==> src/mhpq_pkg.sv <==
// Shared types, constants and codes for the max-heap priority queue.
package mhpq_pkg;

	// Heap geometry
	localparam int CAPACITY = 64;
	localparam int IDX_W    = $clog2(CAPACITY);
	localparam int CNT_W    = $clog2(CAPACITY + 1);
	localparam int CHILD_W  = IDX_W + 2;

	// Field widths
	localparam int DATA_W   = 32;
	localparam int COUNT_W  = 7;

	typedef logic signed [DATA_W-1:0] data_t;
	typedef logic [IDX_W-1:0]         idx_t;
	typedef logic [CNT_W-1:0]         cnt_t;

	// Request kinds
	localparam logic REQ_PUSH = 1'b0;
	localparam logic REQ_POP  = 1'b1;

	// Result status codes
	typedef enum logic [1:0] {
		ST_DONE  = 2'd0,
		ST_EMPTY = 2'd1,
		ST_FULL  = 2'd2
	} status_t;

	localparam data_t EMPTY_VALUE = -32'sd1;

	// Sequencer states
	typedef enum logic [3:0] {
		S_IDLE,
		S_UP_RD,
		S_UP_CMP,
		S_POP_RD0,
		S_POP_RD1,
		S_POP_LAST,
		S_DN_RDL,
		S_DN_RDR,
		S_DN_CMP,
		S_DONE
	} state_t;

	// Heap store access as driven by the sequencer
	typedef struct packed {
		logic  we;
		idx_t  waddr;
		data_t wdata;
		idx_t  raddr;
	} ram_req_t;

	// One result as produced by the sequencer
	typedef struct packed {
		data_t                popped_value;
		status_t              status;
		logic [COUNT_W-1:0]   entry_count;
	} result_t;

endpackage

==> src/mhpq_req_if.sv <==
// Request channel: push or pop with the value to push.
interface mhpq_req_if;
	import mhpq_pkg::*;

	logic  valid;
	logic  ready;
	logic  req_type;
	data_t push_value;

	modport source (output valid, req_type, push_value, input ready);
	modport sink   (input valid, req_type, push_value, output ready);
endinterface

==> src/mhpq_res_if.sv <==
// Result channel: popped value, status and entry count.
interface mhpq_res_if;
	import mhpq_pkg::*;

	logic                 valid;
	logic                 ready;
	data_t                popped_value;
	logic [1:0]           status;
	logic [COUNT_W-1:0]   entry_count;

	modport source (output valid, popped_value, status, entry_count, input ready);
	modport sink   (input valid, popped_value, status, entry_count, output ready);
endinterface

==> src/mhpq_ram.sv <==
// Heap store: one write port and one registered read port.
module mhpq_ram (
	input  logic               clk,
	input  mhpq_pkg::ram_req_t ram_req,
	output mhpq_pkg::data_t    rdata
);
	import mhpq_pkg::*;

	data_t mem_q [CAPACITY];

	// Write port
	always_ff @(posedge clk) begin
		if (ram_req.we) begin
			mem_q[ram_req.waddr] <= ram_req.wdata;
		end
	end

	// Registered read port
	always_ff @(posedge clk) begin
		rdata <= mem_q[ram_req.raddr];
	end

endmodule

==> src/mhpq_ctrl.sv <==
// Sift sequencer: walks the heap one level at a time through the heap store's write and read ports.
module mhpq_ctrl (
	input  logic               clk,
	input  logic               arst_n,
	input  logic               req_valid,
	output logic               req_ready,
	input  logic               req_type,
	input  mhpq_pkg::data_t    push_value,
	output mhpq_pkg::ram_req_t ram_req,
	input  mhpq_pkg::data_t    rdata,
	output logic               res_valid,
	input  logic               res_ready,
	output mhpq_pkg::result_t  result
);
	import mhpq_pkg::*;

	state_t  state_q, state_d;
	idx_t    pos_q;
	cnt_t    cnt_q;
	data_t   val_q;
	data_t   left_q;
	data_t   res_val_q;
	status_t res_st_q;

	logic [CHILD_W-1:0] l_idx, r_idx, n_ext;
	idx_t  parent_idx;
	idx_t  pick_idx;
	data_t pick_val;
	logic  has_l, has_r, pick_r;
	logic  full, empty;
	logic  parent_lt, val_lt_pick;

	// Index arithmetic
	assign parent_idx = (pos_q - idx_t'(1)) >> 1;
	assign l_idx      = CHILD_W'({pos_q, 1'b1});
	assign r_idx      = l_idx + CHILD_W'(1);
	assign n_ext      = CHILD_W'(cnt_q);
	assign has_l      = l_idx < n_ext;
	assign has_r      = r_idx < n_ext;
	assign full       = cnt_q == cnt_t'(CAPACITY);
	assign empty      = cnt_q == '0;

	// Comparators: parent vs moving value, children, moving value vs chosen child
	assign parent_lt   = rdata < val_q;
	assign pick_r      = has_r && !(rdata < left_q);
	assign pick_val    = pick_r ? rdata : left_q;
	assign pick_idx    = pick_r ? r_idx[IDX_W-1:0] : l_idx[IDX_W-1:0];
	assign val_lt_pick = val_q < pick_val;

	// Next state
	always_comb begin
		state_d = state_q;
		unique case (state_q)
			S_IDLE: begin
				if (req_valid) begin
					if (req_type == REQ_PUSH) begin
						state_d = full ? S_DONE : S_UP_RD;
					end else begin
						state_d = empty ? S_DONE : S_POP_RD0;
					end
				end
			end
			S_UP_RD:    state_d = (pos_q == '0) ? S_DONE : S_UP_CMP;
			S_UP_CMP:   state_d = parent_lt ? S_UP_RD : S_DONE;
			S_POP_RD0:  state_d = S_POP_RD1;
			S_POP_RD1:  state_d = S_POP_LAST;
			S_POP_LAST: state_d = empty ? S_DONE : S_DN_RDL;
			S_DN_RDL:   state_d = has_l ? S_DN_RDR : S_DONE;
			S_DN_RDR:   state_d = S_DN_CMP;
			S_DN_CMP:   state_d = val_lt_pick ? S_DN_RDL : S_DONE;
			S_DONE:     state_d = res_ready ? S_IDLE : S_DONE;
			default:    state_d = S_IDLE;
		endcase
	end

	// Outputs: store access and handshakes
	always_comb begin
		ram_req       = '0;
		ram_req.wdata = val_q;
		ram_req.waddr = pos_q;
		req_ready     = 1'b0;
		res_valid     = 1'b0;
		unique case (state_q)
			S_IDLE:     req_ready = 1'b1;
			S_UP_RD: begin
				ram_req.raddr = parent_idx;
				ram_req.we    = pos_q == '0;
			end
			S_UP_CMP: begin
				ram_req.we = 1'b1;
				if (parent_lt) begin
					ram_req.wdata = rdata;
				end
			end
			S_POP_RD0:  ram_req.raddr = '0;
			S_POP_RD1:  ram_req.raddr = cnt_q[IDX_W-1:0];
			S_POP_LAST: ram_req.raddr = '0;
			S_DN_RDL: begin
				ram_req.raddr = l_idx[IDX_W-1:0];
				ram_req.we    = !has_l;
			end
			S_DN_RDR:   ram_req.raddr = r_idx[IDX_W-1:0];
			S_DN_CMP: begin
				ram_req.we = 1'b1;
				if (val_lt_pick) begin
					ram_req.wdata = pick_val;
				end
			end
			S_DONE:     res_valid = 1'b1;
			default:    ram_req = '0;
		endcase
	end

	// Control state
	always_ff @(posedge clk or negedge arst_n) begin
		if (!arst_n) begin
			state_q <= S_IDLE;
			cnt_q   <= '0;
		end else begin
			state_q <= state_d;
			if (state_q == S_IDLE && req_valid) begin
				if (req_type == REQ_PUSH && !full) begin
					cnt_q <= cnt_q + cnt_t'(1);
				end else if (req_type == REQ_POP && !empty) begin
					cnt_q <= cnt_q - cnt_t'(1);
				end
			end
		end
	end

	// Datapath registers
	always_ff @(posedge clk) begin
		unique case (state_q)
			S_IDLE: begin
				val_q     <= push_value;
				pos_q     <= cnt_q[IDX_W-1:0];
				res_val_q <= '0;
				res_st_q  <= ST_DONE;
				if (req_type == REQ_PUSH && full) begin
					res_st_q <= ST_FULL;
				end else if (req_type == REQ_POP && empty) begin
					res_val_q <= EMPTY_VALUE;
					res_st_q  <= ST_EMPTY;
				end
			end
			S_UP_CMP: begin
				if (parent_lt) begin
					pos_q <= parent_idx;
				end
			end
			S_POP_RD1:  res_val_q <= rdata;
			S_POP_LAST: begin
				val_q <= rdata;
				pos_q <= '0;
			end
			S_DN_RDR:   left_q <= rdata;
			S_DN_CMP: begin
				if (val_lt_pick) begin
					pos_q <= pick_idx;
				end
			end
			default: begin
			end
		endcase
	end

	assign result.popped_value = res_val_q;
	assign result.status       = res_st_q;
	assign result.entry_count  = COUNT_W'(cnt_q);

endmodule

==> src/max_heap_priority_queue_core.sv <==
// Top level of the max-heap priority queue: sequencer, heap store and result register.
//
// A binary max-heap of up to 64 signed 32-bit entries. Each request is a push or a pop and
// yields one result with the popped value, a status and the entry count after the request.
// Requests are taken one at a time. A push climbs from the new last slot, moving each parent
// down while it is smaller than the new value, up to the root. A pop takes the root, moves the
// last entry to the root and sinks it, moving the larger child up while it is larger than the
// moved entry. Pops on an empty heap and pushes to a full one finish without touching the heap
// store. The sequencer holds a finished result until the result register can take it; it then
// waits in that output register, so the next request is taken while it is pending.
module max_heap_priority_queue_core (
	input  logic        clk,
	input  logic        arst_n,
	mhpq_req_if.sink    req,
	mhpq_res_if.source  res
);
	import mhpq_pkg::*;

	ram_req_t ram_req;
	data_t    rdata;
	logic     res_valid;
	logic     res_ready;
	result_t  result;
	logic     out_valid_q;
	result_t  out_q;

	mhpq_ctrl u_ctrl (
		.clk        (clk),
		.arst_n     (arst_n),
		.req_valid  (req.valid),
		.req_ready  (req.ready),
		.req_type   (req.req_type),
		.push_value (req.push_value),
		.ram_req    (ram_req),
		.rdata      (rdata),
		.res_valid  (res_valid),
		.res_ready  (res_ready),
		.result     (result)
	);

	mhpq_ram u_ram (
		.clk     (clk),
		.ram_req (ram_req),
		.rdata   (rdata)
	);

	// Result register: loads when empty or being drained
	assign res_ready = !out_valid_q || res.ready;

	always_ff @(posedge clk or negedge arst_n) begin
		if (!arst_n) begin
			out_valid_q <= 1'b0;
		end else if (res_ready) begin
			out_valid_q <= res_valid;
		end
	end

	always_ff @(posedge clk) begin
		if (res_ready && res_valid) begin
			out_q <= result;
		end
	end

	assign res.valid        = out_valid_q;
	assign res.popped_value = out_q.popped_value;
	assign res.status       = out_q.status;
	assign res.entry_count  = out_q.entry_count;

endmodule
==> src/flat_wrapper.sv <==
// flat-port wrapper written by rule: the top's interface ports become plain ports
module max_heap_priority_queue_core_flat import mhpq_pkg::*;
  (clk, arst_n, req_valid, req_req_type, req_push_value, req_ready, res_valid, res_popped_value, res_status, res_entry_count, res_ready);
  mhpq_req_if req_i ();
  mhpq_res_if res_i ();
  input  logic clk;
  input  logic arst_n;
  input wire logic [$bits(req_i.valid)-1:0] req_valid;
  input wire logic [$bits(req_i.req_type)-1:0] req_req_type;
  input wire logic [$bits(req_i.push_value)-1:0] req_push_value;
  output wire logic [$bits(req_i.ready)-1:0] req_ready;
  output wire logic [$bits(res_i.valid)-1:0] res_valid;
  output wire logic [$bits(res_i.popped_value)-1:0] res_popped_value;
  output wire logic [$bits(res_i.status)-1:0] res_status;
  output wire logic [$bits(res_i.entry_count)-1:0] res_entry_count;
  input wire logic [$bits(res_i.ready)-1:0] res_ready;
  assign req_i.valid = req_valid;
  assign req_i.req_type = req_req_type;
  assign req_i.push_value = req_push_value;
  assign req_ready = req_i.ready;
  assign res_valid = res_i.valid;
  assign res_popped_value = res_i.popped_value;
  assign res_status = res_i.status;
  assign res_entry_count = res_i.entry_count;
  assign res_i.ready = res_ready;
  max_heap_priority_queue_core u_core (.clk(clk), .arst_n(arst_n), .req(req_i), .res(res_i));
endmodule
==> config.mk <==
export PLATFORM = sky130hd
export DESIGN_NAME = max_heap_priority_queue_core_flat
export DESIGN_NICKNAME = d
export VERILOG_FILES = /design/src/mhpq_pkg.sv /design/src/mhpq_req_if.sv /design/src/mhpq_res_if.sv /design/src/mhpq_ram.sv /design/src/mhpq_ctrl.sv /design/src/max_heap_priority_queue_core.sv /design/src/flat_wrapper.sv
export SDC_FILE = /design/constraint.sdc
export NUM_CORES = 2
export LEC_CHECK = 0
export ABC_AREA = 1
export BUFFER_PORTS_ARGS = -buffer_cell sky130_fd_sc_hd__buf_2
export CORE_MARGIN = 10
export CORE_UTILIZATION = 60
export CTS_CLUSTER_DIAMETER = 120
export CTS_CLUSTER_SIZE = 14
export DETAILED_ROUTE_END_ITERATION = 7
export GPL_TIMING_DRIVEN = 0
export PLACE_DENSITY = 0.76
export SLEW_MARGIN = 20
export SYNTH_ARGS = -nofsm -noshare
export SYNTH_HDL_FRONTEND = slang
export SYNTH_SLANG_ARGS = --single-unit
==> constraint.sdc <==
create_clock -name clk -period 7.65 [get_ports clk]
set_input_delay 0.765 -clock clk [delete_from_list [all_inputs] [get_ports clk]]
set_output_delay 0.765 -clock clk [all_outputs]
set_load 0.01 [all_outputs]
==> run_results.csv <==
group,metric,value,unit
grt,grt_pass1_wl,434.3,mm
sta,fin_crit_sh,0.8339,
finish,drive_gt1_frac,0.1022,
drt,drc,0,
synth,yosys.area_share.simple,0.05788,
placement,hpwl,220.2,mm
setup_path,crit_slowest_cell,"edfxtp_1",
synth,async_flop_share,0.005364,
drt,dr.pass1.iters,6,
grt,gr-total-overflow,0,
cts,insertion_delay,890,ps
cts,cts_resized,0,
die,die_y,415.9,um
synth,synth.ff_latch_count,2237,
setup_path,rrSetupSlack,1270,ps
sta,fmax,0.1568,GHz
synth,synthAdderAreaFrac,0.01525,
cts,numCtsBuffers,177,
synth,yosysUniqueCellTypes,48,
synth,synth_area_leaders,"edfxtp_1 (70%), o211ai_1 (8.5%), mux2i_1 (5.5%)",
drt,post_drt_via_cell_ratio,6.667,
sta,max_slew_margin,0.1925,
drt,drt_iter0_drc,10870,
grt,grt_max_degree,65,
drt,routedWlPerCell,33.14,um
finish,num-fill-cells,10540,
cts,clk_path_buf_depth,3,
run_status,outcome,"completed",
placement,pre_cts_ws,1418,ps
synth,yosysTopAreaCell,"edfxtp_1",
setup_path,crit_path_end,"u_core.u_ram.mem_q[32][7]",
die,die-area,0.1729,mm2
cts,cts-root-buf,"clkbuf_16",
synth,synthCells,6901,
sta,grt_setup_unrepaired,"false",
sta,period_needed,6379,ps
synth,yosysSeqAreaShare,0.7104,
placement,io_buffer_count,79,
synth,synth_top_family_by_area,"compound AO/OA/AOI/OAI gates",
die,die_x,415.9,um
finish,fin_nets,7459,
die,row_count,145,
setup_path,rr_startpoint,"u_core.u_ctrl.pos_q[1]",
setup_path,worstPathBufferInverterCount,8,
synth,syn_nets,7052,
synth,synthMuxAreaShare,0.05451,
synth,synth_edf_count,2193,
drt,drt_wl_total,312.3,mm
sta,fin_skew,65.92,ps
setup_path,startpoint_type,"flip-flop",
setup_path,critical_path_class,"flip-flop to flip-flop",
sta,hold_violations,0,
setup_path,max_stage_delay,490,ps
cts,cts_sinks,2237,
synth,yosysWarnings,0,
sta,setup_slack,1271,ps
grt,grt_pass1_vias,59800,
synth,synth.most_common_cell,"edfxtp_1",
grt,grt.total_usage,0.3530,
setup_path,r2r-end,"u_core.u_ram.mem_q[32][7]",
placement,gp_congestion,1.046,
die,io_pins,80,
finish,syn_to_final_growth,12.48,%
sta,tightest_slew,1208,ps
grt,antenna_found_initial,21,
setup_path,required,8260,ps
drt,dr_total_vias,62810,
setup_path,cp_top_family,"simple AND/OR/NAND/NOR gates",
setup_path,worst_ep_arrival_time,6990,ps
cts,post_cts_buffers,0,
synth,netlist_area,0.09402,mm2
flow_run,cap_violations,0,
die,core_area,0.1560,mm2
synth,synth_top_area_frac,0.7004,
sta,setup_violations,0,
die,initial_core_util,0.6026,
cts,clk_pin_slew,70,ps
setup_path,crit_cells,25,
synth,synth_common_cells,"edfxtp_1 (2,193), o211ai_1 (1,061), nand2_1 (914), inv_1 (743), mux2i_1 (512)",
setup_path,cp-end-kind,"flip-flop",
setup_path,reg2reg_depth,25,
synth,synth-compound-area-share,0.1100,
min_path,hp-class,"input pin to flip-flop",
synth,syn_area_per_cell,13.62,um2
setup_path,critPathLaunch,"u_core.u_ctrl.pos_q[1]",
cts,cts_tree,"done",
sta,slew_violations,0,
synth,synth-xor-area-share,0.001025,
cts,htreeDepth,4,
synth,synthFlopType,"edfxtp_1",
setup_path,crit_top_cell,"inv_1",
setup_path,worst-path-max-fanout,40,
drt,drtAntennaViolNets,0,
state kept, by name (all words and copies together), names as in the netlist:
register and flops:
u_core.res.popped_value 32, u_core.u_ctrl.res_val_q 32, u_core.res.valid 1, u_core.u_ram.mem_q 2048, u_core.res.status 2, u_core.u_ctrl.cnt_q 7
u_core.u_ctrl.left_q 32, u_core.u_ctrl.state_q 4, u_core.u_ctrl.res_st_q 2, u_core.u_ctrl.val_q 32, u_core.res.entry_count 7, u_core.u_ram.rdata 32
u_core.u_ctrl.pos_q 6
final cells by class:
class	count	area (um2)	share of cell area
Inverter	756	2838	0.02683
Tap cell	2058	2575	0.02435
Clock inverter	16	326.6	0.003088
Multi-Input combinational cell	3480	23210	0.2195
Antenna cell	12	30.03	0.0002840
Clock buffer	206	4538	0.04291
Buffer	428	1951	0.01845
Sequential cell	2237	66790	0.6316
Timing Repair Buffer	228	3487	0.03297
cell families (layout without fill, tap and decap cells):
family	count (synthesis)	after routing
AND/OR/NAND/NOR	1324	1324
XOR/XNOR	11	11
buffers and inverters	1184	1634
multiplexers	512	512
flip-flops	2237	2237
AO/OA/AOI/OAI	1519	1519
other	0	12
adder cells (fa/ha/maj)	114	114
metal layers:
metal | global-route usage | vias up | wire length, um
met4 | 0.2472 | 10 | 26770
li1 | - | 26350 | -
met5 | 0 | - | 69
met1 | 0.4523 | 30670 | 109100
met2 | 0.5115 | 4832 | 133000
met3 | 0.1115 | 946 | 43360
how the worst min path moves through the flow:
stage,cells past startpoint,end,start
4_1_cts,2,u_core.res.valid,res_ready
5_1_grt,2,u_core.res.valid,res_ready
3_5_place_dp,0,u_core.res.popped_value[16],u_core.u_ctrl.res_val_q[16]
3_3_place_gp,0,u_core.res.popped_value[16],u_core.u_ctrl.res_val_q[16]
2_1_floorplan,0,u_core.res.popped_value[0],u_core.u_ctrl.res_val_q[0]
6_report,2,u_core.res.valid,res_ready
worst register-to-register path, cell delays in order (launching register included):
cell	delay (ps)
edfxtp_1	490
clkinv_1	330
nor3_1	450
nand3_1	150
xor2_1	190
ha_1	300
inv_1	60
o211ai_1	100
nor2_2	220
nand3_4	200
clkbuf_1	300
o21ai_0	340
inv_1	80
ha_1	300
nand4_1	140
nor4_1	300
inv_1	140
nor4_1	260
nand2_2	190
nand3_2	260
nand3_4	150
inv_2	140
buf_6	160
nand2_1	90
nand2_4	400
buf_12	270
layout by cell type, fill, tap and decap left out, types with 6 or more instances in the layout:
cell       count
edfxtp_1    2193
o211ai_1    1061
nand2_1      881
inv_1        743
mux2i_1      512
o21ai_0      372
buf_2        251
clkbuf_1     233
nand3_1      220
clkbuf_16    177
ha_1         113
buf_16        68
nor2_1        61
nor2_4        61
a21oi_1       52
buf_12        47
buf_4         38
nand2_4       32
dfxtp_1       32
buf_1         26
nand4_1       23
nor3_1        13
diode_2       12
buf_6         12
dfrtp_1       12
xor2_1        10
inv_2         10
nand2_2        8
a211oi_1       8
o21ai_1        6
clkbuf_2       6
clkinv_16      6
stage by stage:
step	utilization	hold WS, ps	TNS, ps	cells	area, um2
floorplan	-	400.3	0	6901	94020
global placement	0.6216	401.4	-686410	9038	96990
detailed placement	0.6463	404.5	0	9186	100800
CTS	0.6776	125.4	0	9409	105700
global route	0.6776	147.9	0	9410	105700
finish	0.6778	134.2	0	9421	105800
repair_timing:
item                                    4_1_cts  5_1_grt
hold buffers                                  1        0
endpoints found under the setup margin        0        0
endpoints found under the hold margin        12        0
Power is not shown: default switching activity piles up to over one toggle a cycle in this logic, so the estimate is an artifact.
